--- src/rtl/rn_pkg.sv ---
// Shared constants and types for the ratio normalizer.
`timescale 1ns / 1ps

package rn_pkg;

   // Default fixnum width
   localparam int unsigned FIX_WIDTH_DEF = 32;

   // Divider status seen by the sequencer
   typedef struct packed {
      logic busy;
      logic done;
   } div_stat_type;

   // Sequencer states, one-hot
   typedef enum logic [4:0] {
      ST_IDLE   = 5'b00001,
      ST_EUCLID = 5'b00010,
      ST_DIV_DE = 5'b00100,
      ST_DIV_NU = 5'b01000,
      ST_FINISH = 5'b10000
   } state_type;

endpackage

--- src/rtl/ratio_normalizer.sv ---
// Zero numerator and most-negative over minus one skip every divide; a gcd of 1 skips the final two.
// One request at a time; a single shared one-bit-per-cycle divider serves Euclid and both final divides.
// req_ready is high only while idle; a finished result waits in the rsp register.
// Reset (synchronous, active high) returns the sequencer to idle and drops rsp_valid.
`timescale 1ns / 1ps

module ratio_normalizer #(
   parameter int unsigned FIX_WIDTH = rn_pkg::FIX_WIDTH_DEF
) (
   input  logic                        clock,
   input  logic                        reset,
   input  logic                        req_valid,
   output logic                        req_ready,
   input  logic signed [FIX_WIDTH-1:0] req_numer_in,
   input  logic signed [FIX_WIDTH-1:0] req_denom_in,
   output logic                        rsp_valid,
   input  logic                        rsp_ready,
   output logic                        rsp_is_ratio,
   output logic signed [FIX_WIDTH:0]   rsp_numer_out,
   output logic        [FIX_WIDTH-1:0] rsp_denom_out,
   output logic                        rsp_numer_wide,
   output logic                        rsp_denom_wide
);

   localparam logic [FIX_WIDTH-1:0] TOP = {1'b1, {(FIX_WIDTH-1){1'b0}}};
   localparam logic [FIX_WIDTH-1:0] ONE = FIX_WIDTH'(1);

   rn_pkg::state_type    state_ff, state_in;
   rn_pkg::div_stat_type div_stat;

   logic [FIX_WIDTH-1:0] nu_ff, nu_in;
   logic [FIX_WIDTH-1:0] de_ff, de_in;
   logic [FIX_WIDTH-1:0] n_ff, n_in;
   logic                 neg_ff, neg_in;

   logic                 rsp_valid_ff, rsp_valid_in;
   logic                 is_ratio_ff, is_ratio_in;
   logic [FIX_WIDTH:0]   numer_ff, numer_in;
   logic [FIX_WIDTH-1:0] denom_ff, denom_in;
   logic                 nwide_ff, nwide_in;
   logic                 dwide_ff, dwide_in;

   logic                 div_start;
   logic [FIX_WIDTH-1:0] div_dividend, div_divisor, div_quo, div_rem;

   logic [FIX_WIDTH-1:0] nv, dv, nu_mag, de_mag;
   logic                 nneg, dneg, accept;

   assign nv     = req_numer_in;
   assign dv     = req_denom_in;
   assign nneg   = nv[FIX_WIDTH-1];
   assign dneg   = dv[FIX_WIDTH-1];
   assign nu_mag = nneg ? (~nv + ONE) : nv;
   assign de_mag = dneg ? (~dv + ONE) : dv;

   assign req_ready = (state_ff == rn_pkg::ST_IDLE);
   assign accept    = req_valid && req_ready;

   rn_div #(.WIDTH(FIX_WIDTH)) u_div (
      .clock     (clock),
      .reset     (reset),
      .start     (div_start),
      .dividend  (div_dividend),
      .divisor   (div_divisor),
      .stat      (div_stat),
      .quotient  (div_quo),
      .remainder (div_rem)
   );

   // Sequencer: special cases go straight to finish; else Euclid loop, then both parts divided by a gcd above 1
   always_comb begin
      state_in     = state_ff;
      nu_in        = nu_ff;
      de_in        = de_ff;
      n_in         = n_ff;
      neg_in       = neg_ff;
      div_start    = 1'b0;
      div_dividend = de_mag;
      div_divisor  = nu_mag;
      rsp_valid_in = rsp_valid_ff && !rsp_ready;
      is_ratio_in  = is_ratio_ff;
      numer_in     = numer_ff;
      denom_in     = denom_ff;
      nwide_in     = nwide_ff;
      dwide_in     = dwide_ff;
      unique case (state_ff)
         rn_pkg::ST_IDLE: begin
            if (accept) begin
               priority if (nv == '0) begin
                  // zero numerator: integer zero
                  nu_in    = '0;
                  de_in    = ONE;
                  neg_in   = 1'b0;
                  state_in = rn_pkg::ST_FINISH;
               end else if (dneg && (&dv) && nv == TOP) begin
                  // most negative over minus one
                  nu_in    = TOP;
                  de_in    = ONE;
                  neg_in   = 1'b0;
                  state_in = rn_pkg::ST_FINISH;
               end else begin
                  nu_in     = nu_mag;
                  de_in     = de_mag;
                  n_in      = nu_mag;
                  neg_in    = dneg ? !nneg : nneg;
                  div_start = 1'b1;
                  state_in  = rn_pkg::ST_EUCLID;
               end
            end
         end
         rn_pkg::ST_EUCLID: begin
            if (div_stat.done) begin
               if (div_rem == '0) begin
                  if (n_ff == ONE) begin
                     state_in = rn_pkg::ST_FINISH;
                  end else begin
                     div_start    = 1'b1;
                     div_dividend = de_ff;
                     div_divisor  = n_ff;
                     state_in     = rn_pkg::ST_DIV_DE;
                  end
               end else begin
                  div_start    = 1'b1;
                  div_dividend = n_ff;
                  div_divisor  = div_rem;
                  n_in         = div_rem;
               end
            end
         end
         rn_pkg::ST_DIV_DE: begin
            if (div_stat.done) begin
               de_in        = div_quo;
               div_start    = 1'b1;
               div_dividend = nu_ff;
               div_divisor  = n_ff;
               state_in     = rn_pkg::ST_DIV_NU;
            end
         end
         rn_pkg::ST_DIV_NU: begin
            if (div_stat.done) begin
               nu_in    = div_quo;
               state_in = rn_pkg::ST_FINISH;
            end
         end
         rn_pkg::ST_FINISH: begin
            // load the response once the output register is free
            if (!rsp_valid_ff || rsp_ready) begin
               rsp_valid_in = 1'b1;
               is_ratio_in  = (de_ff != ONE);
               numer_in     = neg_ff ? (~{1'b0, nu_ff} + (FIX_WIDTH+1)'(1))
                                     : {1'b0, nu_ff};
               denom_in     = de_ff;
               nwide_in     = !neg_ff && (nu_ff == TOP);
               dwide_in     = (de_ff == TOP);
               state_in     = rn_pkg::ST_IDLE;
            end
         end
         default: state_in = rn_pkg::ST_IDLE;
      endcase
   end

   // Working registers and response payload
   always_ff @(posedge clock) begin
      nu_ff       <= nu_in;
      de_ff       <= de_in;
      n_ff        <= n_in;
      neg_ff      <= neg_in;
      is_ratio_ff <= is_ratio_in;
      numer_ff    <= numer_in;
      denom_ff    <= denom_in;
      nwide_ff    <= nwide_in;
      dwide_ff    <= dwide_in;
   end

   // Control state
   always_ff @(posedge clock) begin
      if (reset) begin
         state_ff     <= rn_pkg::ST_IDLE;
         rsp_valid_ff <= 1'b0;
      end else begin
         state_ff     <= state_in;
         rsp_valid_ff <= rsp_valid_in;
      end
   end

   assign rsp_valid      = rsp_valid_ff;
   assign rsp_is_ratio   = is_ratio_ff;
   assign rsp_numer_out  = numer_ff;
   assign rsp_denom_out  = denom_ff;
   assign rsp_numer_wide = nwide_ff;
   assign rsp_denom_wide = dwide_ff;

   // Integer results always carry a unit denominator
   a_int_denom: assert property (@(posedge clock) disable iff (reset)
      rsp_valid_ff && !is_ratio_ff |-> denom_ff == ONE)
      else $error("integer response without unit denominator");

   // A wide denominator can only come with a true ratio
   a_dwide_ratio: assert property (@(posedge clock) disable iff (reset)
      rsp_valid_ff && dwide_ff |-> is_ratio_ff)
      else $error("wide denominator on integer response");

   // Divider completions only arrive while a divide is expected
   a_done_state: assert property (@(posedge clock) disable iff (reset)
      div_stat.done |-> (state_ff == rn_pkg::ST_EUCLID || state_ff == rn_pkg::ST_DIV_DE
                         || state_ff == rn_pkg::ST_DIV_NU))
      else $error("divider done outside a divide state");

endmodule

--- src/rtl/rn_div.sv ---
// Shared restoring divider, one quotient bit per cycle.
`timescale 1ns / 1ps

module rn_div #(
   parameter int unsigned WIDTH = rn_pkg::FIX_WIDTH_DEF
) (
   input  logic                     clock,
   input  logic                     reset,
   input  logic                     start,
   input  logic [WIDTH-1:0]         dividend,
   input  logic [WIDTH-1:0]         divisor,
   output rn_pkg::div_stat_type     stat,
   output logic [WIDTH-1:0]         quotient,
   output logic [WIDTH-1:0]         remainder
);

   localparam int unsigned CNT_W = $clog2(WIDTH + 1);

   logic [WIDTH:0]   rem_ff, rem_in;
   logic [WIDTH-1:0] quo_ff, quo_in;
   logic [WIDTH-1:0] dvs_ff, dvs_in;
   logic [CNT_W-1:0] cnt_ff, cnt_in;
   logic             busy_ff, busy_in;
   logic             done_ff, done_in;

   logic [WIDTH:0]   rem_shift;
   logic [WIDTH+1:0] diff;
   logic             borrow;

   // One trial subtraction per cycle
   assign rem_shift = {rem_ff[WIDTH-1:0], quo_ff[WIDTH-1]};
   assign diff      = {1'b0, rem_shift} - {2'b00, dvs_ff};
   assign borrow    = diff[WIDTH+1];

   always_comb begin
      rem_in  = rem_ff;
      quo_in  = quo_ff;
      dvs_in  = dvs_ff;
      cnt_in  = cnt_ff;
      busy_in = busy_ff;
      done_in = 1'b0;
      if (start) begin
         rem_in  = '0;
         quo_in  = dividend;
         dvs_in  = divisor;
         cnt_in  = CNT_W'(WIDTH);
         busy_in = 1'b1;
      end else if (busy_ff) begin
         rem_in = borrow ? rem_shift : diff[WIDTH:0];
         quo_in = {quo_ff[WIDTH-2:0], ~borrow};
         cnt_in = cnt_ff - CNT_W'(1);
         if (cnt_ff == CNT_W'(1)) begin
            busy_in = 1'b0;
            done_in = 1'b1;
         end
      end
   end

   // Datapath, no reset needed
   always_ff @(posedge clock) begin
      rem_ff <= rem_in;
      quo_ff <= quo_in;
      dvs_ff <= dvs_in;
      cnt_ff <= cnt_in;
   end

   // Control
   always_ff @(posedge clock) begin
      if (reset) begin
         busy_ff <= 1'b0;
         done_ff <= 1'b0;
      end else begin
         busy_ff <= busy_in;
         done_ff <= done_in;
      end
   end

   assign stat.busy = busy_ff;
   assign stat.done = done_ff;
   assign quotient  = quo_ff;
   assign remainder = rem_ff[WIDTH-1:0];

   // A new divide only starts on an idle unit
   a_start_idle: assert property (@(posedge clock) disable iff (reset)
      start |-> !busy_ff)
      else $error("divider started while busy");

   // Done pulses only as the unit goes idle
   a_done_idle: assert property (@(posedge clock) disable iff (reset)
      done_ff |-> !busy_ff)
      else $error("divider done while busy");

   // A start always makes the unit busy
   a_start_busy: assert property (@(posedge clock) disable iff (reset)
      start |=> busy_ff)
      else $error("divider not busy after start");

endmodule

--- config.mk ---
export PLATFORM = sky130hd
export DESIGN_NAME = ratio_normalizer
export DESIGN_NICKNAME = d
export VERILOG_FILES = /design/src/rtl/rn_pkg.sv /design/src/rtl/ratio_normalizer.sv /design/src/rtl/rn_div.sv
export SDC_FILE = /design/constraint.sdc
export NUM_CORES = 1
export LEC_CHECK = 0
export ABC_AREA = 1
export ABC_CLOCK_PERIOD_IN_PS = 5000
export BUFFER_PORTS_ARGS = -buffer_cell sky130_fd_sc_hd__buf_4
export CAP_MARGIN = 20
export CORE_MARGIN = 3
export CORE_UTILIZATION = 50
export CTS_CLUSTER_DIAMETER = 150
export DETAILED_ROUTE_END_ITERATION = 8
export GPL_TIMING_DRIVEN = 0
export PLACE_DENSITY = 0.71
export RECOVER_POWER = 100
export SYNTH_ARGS = -nofsm -noshare
export SYNTH_HDL_FRONTEND = slang
export SYNTH_SLANG_ARGS = --single-unit
--- constraint.sdc ---
create_clock -name clock -period 5 [get_ports clock]
set_clock_uncertainty 0.15 [all_clocks]
set_input_delay 0 -clock clock [delete_from_list [all_inputs] [get_ports clock]]
set_output_delay 0 -clock clock [all_outputs]
set_load 0.02 [all_outputs]
==> metrics.md <==
| Metric | Value |
|---|---|
| Num CTS Buffers | 31 |
| Setup WS pre-CTS | 1.513 ns |
| Reg2reg path depth | 5 |
| Placed instance count | 3456 |
| Critical Path Most Common Cell | nor2_1 |
| Critical path arrival | roughly 4.5 ns |
| H-tree depth | 1 |
| Area Growth Syn to Fin | 15.60% |
| CTS tree | yes |
| Worst path top cell family by delay | simple AND/OR/NAND/NOR gates |
| Maximum vdd drop | 0.2825 mV |
| Crit path to | de_ff[21] |
| Sw Pwr | 0.002540 W |
| Worst EP required | 5.06 ns |
| Period utilization | 88.33% |
| Pwr Total | 0.007400 W |
| F_max | 0.2264 GHz |
| Worst Slack Setup Final | 0.5836 ns |
| WP buf/inv | 1 |
| Vias per cell | 5.984 |
| Critical Path End Type | flip-flop |
| WS Path Type | flip-flop to flip-flop |
| DRC viols | 0 |
| Final setup vio count | 0 |
| Top-count cell post-synth | nand2_1 |
| First-pass GRT wire length | 126.0 mm |
| Power Internal | between 0.004 and 0.005 W |
| Multi-input gate area | around 10000 um^2 |
| Final worst path period need | 4.416 ns |
| Post-DR wirelength/cell | roughly 24 um |
| Starting DRT DRC Count | 3037 |
| Ys Warns | 0 |
| IO Port Bufs | 136 |
| Register area share after synthesis | 39.97% |
| Slew HR | -21.43% |
| Max Slew Vio Count | 41 |
| FF-to-FF Start | state_ff[1] |
| Root Buffer | clkbuf_16 |
| Drt pass-1 iters | 6 |
| Final std cells w/o fill | 3574 |
| Initial core utilization | around half |
| Main combinational cell family by area after synthesis | simple AND/OR/NAND/NOR gates |
| Synth Area in Simple Gates | 35.08% |
| Critical-path top delay cell | nor2_1 |
| Gpl congestion | between 1 and 1.5 |
| Number of global-route vias before repair | 20030 |
| CP Cell Sequence | nor2_1, nand4_1, nor2_1, clkbuf_1, o21a_2 |
| Setup Fix Bufs, Post-CTS | 0 |
| Ports | 138 |
| Post-Synth XOR/XNOR Area | around 3.6% |
| FF+latch area | around 8000 um^2 |
| Mux cell area share after synthesis | 0% |
| Crit. path cell count | 5 |
| Final wirelength | between 80 and 90 mm |
| Post-Synth Adder-Cell Area | under 10% |
| CTS sink cnt | 275 |
| Clk buf depth | 3 |
| Pleak | around 10 nW |
| Crit path from | state_ff[1] |
| Initial antenna violation count | 0 |
| Ys async rst share | 0% |
| Gate Count Post-Synth | 2803 |
| Synth unique cells | 57 |
| Logic pwr share | a little under a quarter |
| Clk pwr share | 34.2% |
| Filler cells | 3706 |
| Row cnt | 71 |
| CP peak stage delay | 1.13 ns |
| Flops & latches, synth | around 280 |
| Pin count of the biggest net entering global routing | 42 |
| Clk Latency, worst-skew pair | 0.60 ns |
| Sw frac | 34.32% |
| RSZ-0062 raised after global routing | false |
| Maxcap violations | 2 |
| Hold Path Class | input pin to flip-flop |
| Post-DP HPWL | between 60 and 70 mm |
| Final hold vios | 0 |
| GRT Residual Overflow | 0 |
| Status | complete, but fails checks |
| Failing checks | max-capacitance violations, max-slew violations |
| Synth top cells by count | nand2_1, nor2_1, inv_1, edfxtp_1, nand3_1 |
| Mapped Avg Cell Area | roughly 7 um^2 |
| Die ar. | 41420 um^2 |
| Sequential share of power | about 43% |
| Synth Flop Type | edfxtp_1 |
| Pwr/cell area | around 330 nW/um^2 |
| Nets | between 3000 and 4000 |
| CP Launch Type | flip-flop |
| R2r setup slk | around 0.58 ns |
| Synth top area share | 35.25% |
| Worst-Margin Slew | 1.821 ns |
| Final Util | between 50% and 60% |
| Post-synthesis instance area | 19510 um^2 |
| Layout cells sized above 1 | 5.713% |
| Syn nets | 2910 |
| Post-synth top area cell | edfxtp_1 |
| Synth area leaders | edfxtp_1, nand2_1, nor2_1, inv_1, nand3_1 |
| N_diodes | 0 |
| Die X | slightly above 200 um |
| Post-route ant nets | 0 |
| Gr usage total | 40.55% |
| Vias | 21390 |
| Core area | 38020 um^2 |
| Number of synthesized flops with an enable pin | 229 |
| Die H | 203.5 um |
| R2r endpoint | de_ff[21] |
| CP Max Fanout | 32 |
| Reg clk slew, reported paths | ~0.070 ns |
| Synth Area in Compound Gates | about a tenth |
[through the flow]
step / cell area (um^2) / TNS (ns) / hold WS [ns]
floorplan: 19510 / 0 / -0.08093
global placement: 21170 / -87.31 / 0.08878
detailed placement: 21300 / 0 / 0.09171
CTS: 23010 / 0 / 0.005612
global route: 22550 / 0 / 0.04123
finish: 22550 / 0 / 0.03820
[worst min-delay path by stage]
stage | endpoint | depth (start not counted) | from | slack [ns]
2_1_floorplan | rsp_valid | 1 | reset | -0.08
3_3_place_gp | rsp_valid | 2 | reset | 0.09
3_5_place_dp | state_ff[3] | 2 | reset | 0.09
4_1_cts | n_ff[11] | 5 | req_numer_in[11] | 0.006
5_1_grt | n_ff[8] | 4 | req_numer_in[8] | 0.04
6_report | u_div.dvs_ff[14] | 5 | req_numer_in[14] | 0.04
[power groups by stage]
stage                     clock network, W  registers, W  logic, W
after floorplan                          0       0.00304   0.00104
after global placement                   0       0.00320   0.00158
after detailed placement                 0       0.00320   0.00163
after CTS                          0.00253       0.00315   0.00168
after global routing               0.00261       0.00317   0.00183
final                              0.00253       0.00317   0.00170
[timing repair]
action	in CTS	in global routing
resized for setup	0	0
endpoints found under the hold margin	135	0
hold buffers	60	0
[sequential cells by signal, indices dropped and copies added, names as in the netlist, 5 cells and up]
| name | flops |
|---|---|
| de_ff | 32 |
| rsp_numer_out | 33 |
| u_div.quotient | 32 |
| u_div.cnt_ff | 6 |
| u_div.dvs_ff | 32 |
| n_ff | 32 |
| state_ff | 5 |
| u_div.rem_ff | 32 |
| nu_ff | 32 |
| rsp_denom_out | 32 |
[layout by cell type (no fill, tap or decap), drive strengths merged, types with 56 or more instances in the layout]
cell,n
buf,95
xor2,56
edfxtp,229
nand4,60
nor2,392
nand3,204
inv,304
a21oi,90
clkbuf,183
nand2,913
o21ai,198
dlygate4sd3,60
[cells by family after synthesis]
logic type,Yosys count
buf+inv,409
fa+ha+maj,39
simple gates,1637
flops,275
compound gates,362
xor+xnor,81
[layer usage]
layer,vias to the layer above,track usage [%],wire (um)
li1,9651,-,-
met1,9910,53.54,32440
met2,1501,63.01,37440
met3,324,6.720,9215
met4,2,23.80,6604
met5,-,0.8333,46
[worst register-to-register path, cell delays in order, from the launching register on]
cell and delay (ns):
dfxtp_1 0.34, nor2_1 0.19, nand4_1 0.48, nor2_1 1.13
clkbuf_1 0.83, o21a_2 0.89
[final cells by class]
type                    count  share of cell area (%)
plain buffers             103                   2.081
clock buffers              33                   3.473
clock inverters            25                   1.459
inverters                 306                   5.110
multi-input cells        2119                   44.10
flip-flops and latches    275                   34.58
well taps                 511                   2.835
repair buffers            202                   6.359
Power figures use the tool's default switching activity.
